File: src/assert_macros.svh
// assertion macros for the fraction accumulator alu
`ifndef ASSERT_MACROS_SVH
`define ASSERT_MACROS_SVH
`ifndef SYNTH
`define CHK_IMPL(label, clk, rst_n, a, c, msg) \
  label: assert property (@(posedge clk) disable iff (!rst_n) (a) |-> (c)) else $error(msg);
`define CHK_NEXT(label, clk, rst_n, a, c, msg) \
  label: assert property (@(posedge clk) disable iff (!rst_n) (a) |=> (c)) else $error(msg);
`else
`define CHK_IMPL(label, clk, rst_n, a, c, msg)
`define CHK_NEXT(label, clk, rst_n, a, c, msg)
`endif
`endif

File: src/fa_pkg.sv
// shared types and codes for the fraction accumulator alu
`default_nettype none
package fa_pkg;
  typedef enum logic [2:0] {
    OP_LOAD = 3'd0, OP_ADD = 3'd1, OP_SUB = 3'd2, OP_MUL = 3'd3, OP_DIV = 3'd4, OP_READ = 3'd5
  } op_t;

  typedef enum logic [3:0] {
    ST_IDLE, ST_MUL1, ST_MUL2, ST_MUL3, ST_GCD_START, ST_GCD_WAIT,
    ST_QN_START, ST_QN_WAIT, ST_QD_START, ST_QD_WAIT, ST_DONE
  } state_t;

  typedef struct packed {
    logic        start;
    logic [31:0] dividend;
    logic [31:0] divisor;
  } div_req_t;

  typedef struct packed {
    logic        done;
    logic        busy;
    logic [31:0] quot;
    logic [31:0] rem;
  } div_rsp_t;
endpackage
`default_nettype wire

File: src/fraction_accumulator_alu_top.sv
// fraction accumulator alu top level: sequencer, shared multiplier and divider
// usage: pulse start with in_op, in_arg_num and in_arg_den while busy is low;
// the item transfers at that edge and busy rises. the op runs through three
// 32x32 products on one shared multiplier, one per cycle, then Euclid's gcd
// on the shared divider: a step issues one division and waits for its done,
// then two reducing divisions run on the same divider. a gcd takes up to
// about 45 steps; when both words are zero every division is skipped.
// the result appears on out_reduced_num, out_reduced_den and out_zero_gcd for
// exactly one cycle with out_valid high; busy falls in that same cycle, so
// the next start may transfer then.
// the receiver cannot stall the result.
// reset (rst_n low, synchronous) sets the accumulator to 0/1 and aborts any op.
// op codes six and seven behave as read only.
// a zero gcd (both words zero) returns the raw words with out_zero_gcd set.
// one item is worked on at a time.
`default_nettype none
`include "assert_macros.svh"
module fraction_accumulator_alu_top (
  input  wire logic        clk,
  input  wire logic        rst_n,
  input  wire logic        start,
  output logic             busy,
  input  wire logic [2:0]  in_op,
  input  wire logic signed [31:0] in_arg_num,
  input  wire logic signed [31:0] in_arg_den,
  output logic             out_valid,
  output logic signed [31:0] out_reduced_num,
  output logic signed [31:0] out_reduced_den,
  output logic             out_zero_gcd
);
  fa_pkg::state_t state_r, state_nxt;
  fa_pkg::div_req_t dreq;
  fa_pkg::div_rsp_t drsp;
  logic [2:0]  op_r, op_nxt;
  logic [31:0] a_r, a_nxt, b_r, b_nxt, n_r, n_nxt, d_r, d_nxt, p_r, p_nxt;
  logic [31:0] x_r, x_nxt, y_r, y_nxt, g_r, g_nxt, rn_r, rn_nxt, rd_r, rd_nxt;
  logic [31:0] ma, mb;
  logic [63:0] prod;
  logic        valid_r, valid_nxt, zg_r, zg_nxt;

  fa_divider u_div (.clk(clk), .rst_n(rst_n), .req(dreq), .rsp(drsp));

  assign prod = ma * mb;

  always_comb begin
    state_nxt = state_r;
    case (state_r)
      fa_pkg::ST_IDLE: if (start) state_nxt = fa_pkg::ST_MUL1;
      fa_pkg::ST_MUL1: state_nxt = fa_pkg::ST_MUL2;
      fa_pkg::ST_MUL2: state_nxt = fa_pkg::ST_MUL3;
      fa_pkg::ST_MUL3: state_nxt = fa_pkg::ST_GCD_START;
      fa_pkg::ST_GCD_START: begin
        if (y_r == 32'd0) state_nxt = (x_r == 32'd0) ? fa_pkg::ST_DONE : fa_pkg::ST_QN_START;
        else state_nxt = fa_pkg::ST_GCD_WAIT;
      end
      fa_pkg::ST_GCD_WAIT: if (drsp.done) state_nxt = fa_pkg::ST_GCD_START;
      fa_pkg::ST_QN_START: state_nxt = fa_pkg::ST_QN_WAIT;
      fa_pkg::ST_QN_WAIT: if (drsp.done) state_nxt = fa_pkg::ST_QD_START;
      fa_pkg::ST_QD_START: state_nxt = fa_pkg::ST_QD_WAIT;
      fa_pkg::ST_QD_WAIT: if (drsp.done) state_nxt = fa_pkg::ST_DONE;
      fa_pkg::ST_DONE: state_nxt = fa_pkg::ST_IDLE;
      default: state_nxt = fa_pkg::ST_IDLE;
    endcase
  end

  always_comb begin
    op_nxt = op_r; a_nxt = a_r; b_nxt = b_r; n_nxt = n_r; d_nxt = d_r; p_nxt = p_r;
    x_nxt = x_r; y_nxt = y_r; g_nxt = g_r; rn_nxt = rn_r; rd_nxt = rd_r;
    valid_nxt = 1'b0; zg_nxt = zg_r;
    dreq = '0;
    ma = n_r; mb = b_r;
    case (state_r)
      fa_pkg::ST_IDLE: begin
        if (start) begin
          op_nxt = in_op;
          a_nxt = in_arg_num;
          b_nxt = (in_arg_den == 32'sd0) ? 32'd1 : in_arg_den;
        end
      end
      fa_pkg::ST_MUL1: begin
        ma = (op_r == fa_pkg::OP_MUL) ? a_r : b_r;
        mb = n_r;
        p_nxt = prod[31:0];
      end
      fa_pkg::ST_MUL2: begin
        ma = a_r; mb = d_r;
        case (op_r)
          fa_pkg::OP_ADD: p_nxt = p_r + prod[31:0];
          fa_pkg::OP_SUB: p_nxt = p_r - prod[31:0];
          default: p_nxt = p_r;
        endcase
      end
      fa_pkg::ST_MUL3: begin
        ma = d_r; mb = (op_r == fa_pkg::OP_DIV) ? a_r : b_r;
        case (op_r)
          fa_pkg::OP_LOAD: begin n_nxt = a_r; d_nxt = b_r; end
          fa_pkg::OP_ADD, fa_pkg::OP_SUB, fa_pkg::OP_MUL, fa_pkg::OP_DIV: begin
            n_nxt = p_r; d_nxt = prod[31:0];
          end
          default: ;
        endcase
        x_nxt = n_nxt; y_nxt = d_nxt;
      end
      fa_pkg::ST_GCD_START: begin
        if (y_r != 32'd0) begin
          dreq.start = 1'b1; dreq.dividend = x_r; dreq.divisor = y_r;
        end else begin
          g_nxt = x_r;
          zg_nxt = (x_r == 32'd0);
          rn_nxt = n_r; rd_nxt = d_r;
        end
      end
      fa_pkg::ST_GCD_WAIT: if (drsp.done) begin x_nxt = y_r; y_nxt = drsp.rem; end
      fa_pkg::ST_QN_START: begin dreq.start = 1'b1; dreq.dividend = n_r; dreq.divisor = g_r; end
      fa_pkg::ST_QN_WAIT: if (drsp.done) rn_nxt = drsp.quot;
      fa_pkg::ST_QD_START: begin dreq.start = 1'b1; dreq.dividend = d_r; dreq.divisor = g_r; end
      fa_pkg::ST_QD_WAIT: if (drsp.done) rd_nxt = drsp.quot;
      fa_pkg::ST_DONE: valid_nxt = 1'b1;
      default: ;
    endcase
  end

  always_ff @(posedge clk) begin
    if (!rst_n) begin
      state_r <= fa_pkg::ST_IDLE;
      n_r <= 32'd0;
      d_r <= 32'd1;
      valid_r <= 1'b0;
    end else begin
      state_r <= state_nxt;
      n_r <= n_nxt;
      d_r <= d_nxt;
      valid_r <= valid_nxt;
    end
    op_r <= op_nxt; a_r <= a_nxt; b_r <= b_nxt; p_r <= p_nxt; x_r <= x_nxt; y_r <= y_nxt;
    g_r <= g_nxt; rn_r <= rn_nxt; rd_r <= rd_nxt; zg_r <= zg_nxt;
  end

  assign busy = (state_r != fa_pkg::ST_IDLE);
  assign out_valid = valid_r;
  assign out_reduced_num = rn_r;
  assign out_reduced_den = rd_r;
  assign out_zero_gcd = zg_r;

  `CHK_NEXT(a_start_busy, clk, rst_n, start && !busy, busy, "transfer did not raise busy")
  `CHK_IMPL(a_valid_idle, clk, rst_n, out_valid, !busy, "result while busy")
  `CHK_NEXT(a_valid_pulse, clk, rst_n, out_valid, !out_valid, "result held two cycles")
  `CHK_IMPL(a_zg_raw, clk, rst_n, out_valid && out_zero_gcd,
    out_reduced_num == 32'sd0 && out_reduced_den == 32'sd0, "zero gcd with nonzero words")
endmodule
`default_nettype wire

File: src/fa_divider.sv
// shared restoring signed divider, one quotient bit per cycle
`default_nettype none
`include "assert_macros.svh"
module fa_divider (
  input  wire logic         clk,
  input  wire logic         rst_n,
  input  wire fa_pkg::div_req_t req,
  output fa_pkg::div_rsp_t  rsp
);
  logic [31:0] q_r, q_nxt, r_r, r_nxt, d_r, d_nxt;
  logic [5:0]  cnt_r, cnt_nxt;
  logic        busy_r, busy_nxt, done_r, done_nxt, nneg_r, nneg_nxt, qneg_r, qneg_nxt;
  logic [32:0] trial;
  logic [31:0] shifted;

  always_comb begin
    q_nxt = q_r; r_nxt = r_r; d_nxt = d_r; cnt_nxt = cnt_r;
    busy_nxt = busy_r; done_nxt = 1'b0; nneg_nxt = nneg_r; qneg_nxt = qneg_r;
    shifted = {r_r[30:0], q_r[31]};
    trial = {1'b0, shifted} - {1'b0, d_r};
    if (busy_r) begin
      if (r_r[31] || !trial[32]) begin
        r_nxt = r_r[31] ? shifted - d_r : trial[31:0];
        q_nxt = {q_r[30:0], 1'b1};
      end else begin
        r_nxt = shifted;
        q_nxt = {q_r[30:0], 1'b0};
      end
      cnt_nxt = cnt_r - 6'd1;
      if (cnt_r == 6'd1) begin
        busy_nxt = 1'b0;
        done_nxt = 1'b1;
      end
    end else if (req.start) begin
      nneg_nxt = req.dividend[31];
      qneg_nxt = req.dividend[31] ^ req.divisor[31];
      q_nxt = req.dividend[31] ? 32'd0 - req.dividend : req.dividend;
      d_nxt = req.divisor[31] ? 32'd0 - req.divisor : req.divisor;
      r_nxt = 32'd0;
      cnt_nxt = 6'd32;
      busy_nxt = 1'b1;
    end
  end

  always_ff @(posedge clk) begin
    if (!rst_n) begin
      busy_r <= 1'b0;
      done_r <= 1'b0;
      cnt_r  <= 6'd0;
    end else begin
      busy_r <= busy_nxt;
      done_r <= done_nxt;
      cnt_r  <= cnt_nxt;
    end
    q_r <= q_nxt; r_r <= r_nxt; d_r <= d_nxt; nneg_r <= nneg_nxt; qneg_r <= qneg_nxt;
  end

  always_comb begin
    rsp.done = done_r;
    rsp.busy = busy_r;
    rsp.quot = qneg_r ? 32'd0 - q_r : q_r;
    rsp.rem  = nneg_r ? 32'd0 - r_r : r_r;
  end

  `CHK_NEXT(a_done_ends, clk, rst_n, done_r, !busy_r, "divider busy after done")
  `CHK_IMPL(a_cnt_live, clk, rst_n, busy_r, cnt_r != 6'd0, "divider count ran out")
  `CHK_IMPL(a_no_start_busy, clk, rst_n, busy_r, !done_r, "done while busy")
endmodule
`default_nettype wire

File: config.mk
export PLATFORM = sky130hd
export DESIGN_NAME = fraction_accumulator_alu_top
export DESIGN_NICKNAME = d
export VERILOG_FILES = /design/src/fa_pkg.sv /design/src/fraction_accumulator_alu_top.sv /design/src/fa_divider.sv
export VERILOG_INCLUDE_DIRS = /design/src /design/src/src
export SDC_FILE = /design/constraint.sdc
export NUM_CORES = 2
export LEC_CHECK = 0
export BUFFER_PORTS_ARGS = -buffer_cell sky130_fd_sc_hd__buf_2
export CAP_MARGIN = 20
export CORE_MARGIN = 10
export CORE_UTILIZATION = 41
export DETAILED_ROUTE_END_ITERATION = 10
export MAX_ROUTING_LAYER = met4
export PLACE_DENSITY = 0.67
export REMOVE_ABC_BUFFERS = 1
export SLEW_MARGIN = 40
export SYNTH_ARGS = -nofsm -noshare
export SYNTH_HDL_FRONTEND = slang
export SYNTH_SLANG_ARGS = --single-unit
export TNS_END_PERCENT = 1
File: constraint.sdc
create_clock -name clk -period 27.3 [get_ports clk]
set_input_delay 2.73 -clock clk [delete_from_list [all_inputs] [get_ports clk]]
set_output_delay 2.73 -clock clk [all_outputs]
set_load 0.01 [all_outputs]
==> summary.md <==
| Metric | Value |
|---|---|
| Status | finished clean |
| Residual DRC | 0 |
| CP max stage delay | 650 ps |
| 1st-pass router iterations | 11 |
| Beginning of the worst register-to-register path | op_r[2]$_DFFE_PP_ |
| Peak supply drop | 0.120 mV |
| Final ANT Viol Nets | 0 |
| CTS tree | done |
| Final worst-path cycle share | 48.1% |
| Initial core utilization | 41.4% |
| Pwr Total | 4.14 mW |
| Leakage | 18.9 nW |
| Drt total wl | 159000 um |
| Area growth syn-to-layout | 9.78% |
| EDFF count, synth | 358 |
| Vias | 36700 |
| # setup viols final | 0 |
| Max-slew violations | 0 |
| MaxCap Viol Count | 0 |
| Largest area contributor in the netlist | edfxtp_1 |
| Startpoint Class | flip-flop |
| Mapped Cells | 4729 |
| Initial antenna violation count | 3 |
| Most frequent CP cell | fa_1 |
| Layout cell share with drive strength beyond 1 | 8.61% |
| Cell row count | 117 |
| Clk_lat worst skew | 660 ps |
| Reg-to-reg setup timing slack | 14160 ps |
| Asr flop ratio synth | 0% |
| Netlist cell types | 87 |
| GRT Total Usage | 27.3% |
| Hold Crit Depth | 0 |
| Vias in the first global route | 35700 |
| Min Tclk post-route | 13140 ps |
| Worst Setup Path Type | flip-flop to flip-flop |
| Initial DRC Count | 4928 |
| Post-CTS Setup Bufs | 0 |
| Multi-input gate area | 27300 um^2 |
| First-pass GRT wire length | 233000 um |
| Min-Delay Path Class | flip-flop to flip-flop |
| Post-DP HPWL | 124000 um |
| Cts hold-fix bufs | 0 |
| Final non-filler cell area | 46400 um^2 |
| Number of vias per cell | 5.97 |
| Netlist Area Pre-Place | 42300 um^2 |
| Placed Cells | 6056 |
| Arrival time worst endpoint | 13520 ps |
| Slowest stage cell, crit path | nand3b_1 |
| Register area | 12300 um^2 |
| FF+latch count, synth | 435 |
| Die H | 341 um |
| Top FF cell, synth | edfxtp_1 |
| Pwr per Cell Area | 89.1 nW/um^2 |
| CP Data Required Time | 27680 ps |
| Grt ovf | 0 |
| Crit end category | flip-flop |
| Tightest Pin Transition | 944 ps |
| Reg2Reg Depth | 43 |
| Cts bufs inserted | 52 |
| Setup TNS Final | 0 ps |
| Finished Layout Cells | 6156 |
| Max Root-Sink Buffers | 3 |
| Avg Cell Area, Syn | 8.95 um^2 |
| Sequential area share after synthesis | 29.1% |
| Final nets | 5415 |
| Detail-routed net length per standard cell | 25.8 um |
| Clk slew on worst S/H paths | 70 ps |
| Die X-Extent | 341 um |
| # fillers | 9892 |
| # IOs | 137 |
| Largest net degree at the start of global routing | 98 |
| Synth area leaders | edfxtp_1 (25%), fa_1 (19%), ha_1 (5.7%) |
| DIE AREA | 116000 um^2 |
| Worst setup startpoint | op_r[2]$_DFFE_PP_ |
| Clock Skew | 48.8 ps |
| Core ar. | 102000 um^2 |
| Clk Tree Root Cell | clkbuf_16 |
| CTS H-Tree Depth | 2 |
| GPL Wtd Cong | 1.04 |
| Post-CTS sizing | 0 |
| Fin util | 45.4% |
| Post-DP Area | 44700 um^2 |
| RSZ-0062 raised after global routing | no |
| IO Port Bufs | 136 |
| Achievable Freq | 76.1 MHz |
| Worst slew margin | 37.0% |
| Top cell type's share of synthesized area | 25.4% |
| Synth warn | 0 |
| Final Hold Vio Count | 0 |
| Worst Hold Launch | x_r[17]$_DFFE_PP_ |
| Crit-path max FO | 73 |
| Sink Count | 435 |
metal layers:
metal  routed length, um  global-route usage (%)  up-vias  share of wire (%)
met5                   0                       -        -                  0
met4                9800                    14.2        0                6.2
met3               18700                    6.56      474                 12
met2               68900                    40.8     2266                 43
met1               61300                    34.1    17900                 39
li1                    -                       -    16100                  -
cells in the mapped netlist, drive strengths merged, types with 51 or more instances:
master	count
a211oi	51
a21oi	238
a222oi	57
buf	55
clkbuf	215
dfxtp	77
edfxtp	358
fa	410
ha	193
inv	512
nand2	615
nor2	543
o21ai	358
xnor2	136
xor2	134
cell type report:
class                           count  area share (%)
Multi-Input combinational cell   3510            58.8
Tap cell                         1368            3.69
Inverter                          514            4.15
Clock inverter                     36           0.792
Antenna cell                        3          0.0162
Sequential cell                   435            26.5
Timing Repair Buffer              229            3.10
Clock buffer                       61            3.00
registers in the layout (all words and copies together), names as in the netlist, 3 cells and up:
name and flops:
out_reduced_num 32, g_r 32, a_r 32, x_r 32, y_r 32, d_r 32
op_r 3, n_r 32, p_r 32, state_r 4, b_r 32, u_div.cnt_r 6
u_div.q_r 32, u_div.d_r 32, u_div.r_r 32, out_reduced_den 32
worst paths after layout:
kind,end
setup / recovery,p_r[31]$_DFFE_PP_
hold / removal,g_r[17]$_DFFE_PP_
setup reg to reg,p_r[31]$_DFFE_PP_
hold reg to reg,g_r[17]$_DFFE_PP_
cells by family after synthesis:
| group | Yosys count | synth area share, % |
|---|---|---|
| AND/OR/NAND/NOR | 1497 | 15.3 |
| AO/OA/AOI/OAI | 1081 | 16.4 |
| buffers and inverters | 784 | 7.05 |
| adder cells (fa/ha/maj) | 603 | 25.1 |
| flip-flops | 435 | 29.1 |
| XOR/XNOR | 274 | 5.80 |
| multiplexers | 55 | 1.32 |
power breakdown:
group	switching (mW)	internal, mW	leakage, nW	total, mW
clock network	0.320	0.409	0.868	0.729
logic	1.59	0.942	14.1	2.53
registers	0.0674	0.808	3.95	0.876
total	1.98	2.16	18.9	4.14
through the flow:
| stage | hold WS [ps] | worst slack (ps) |
|---|---|---|
| 2_1_floorplan | 440 | 13210 |
| 3_3_place_gp | 459 | 14530 |
| 3_5_place_dp | 472 | 14420 |
| 4_1_cts | 485 | 14380 |
| 5_1_grt | 505 | 13600 |
| 6_report | 489 | 14160 |
cell usage in the layout (no fill, tap or decap), types with 17 or more instances in the layout:
master	count
fa_1	410
a21o_1	46
xor2_1	133
nor2b_1	20
ha_1	193
nand2_1	611
a211oi_1	49
and3_1	17
clkbuf_16	52
or3_1	20
mux2i_1	46
a21oi_1	235
o21a_1	43
nor3_1	39
nand3_1	48
a31oi_1	38
xnor2_1	135
nand4_1	17
nor4_1	26
nor2_1	539
dfxtp_1	74
buf_2	136
o21ai_0	321
o21ai_1	21
or2_2	21
a22o_1	18
a222oi_1	57
inv_1	510
o22a_1	32
a22oi_1	47
edfxtp_1	358
nand2b_1	36
o31ai_1	23
buf_4	87
and2_1	45
critical path, delay by kind of cell (launching register included):
family / cells / cell delay, ps
AO/OA/AOI/OAI: 14 / 3580
XOR/XNOR: 3 / 740
adder cells (fa/ha/maj): 10 / 4260
buffers and inverters: 6 / 880
flip-flops: 1 / 370
multiplexers: 1 / 180
AND/OR/NAND/NOR: 9 / 2850
Note: power is estimated with default switching activity, not from simulation.
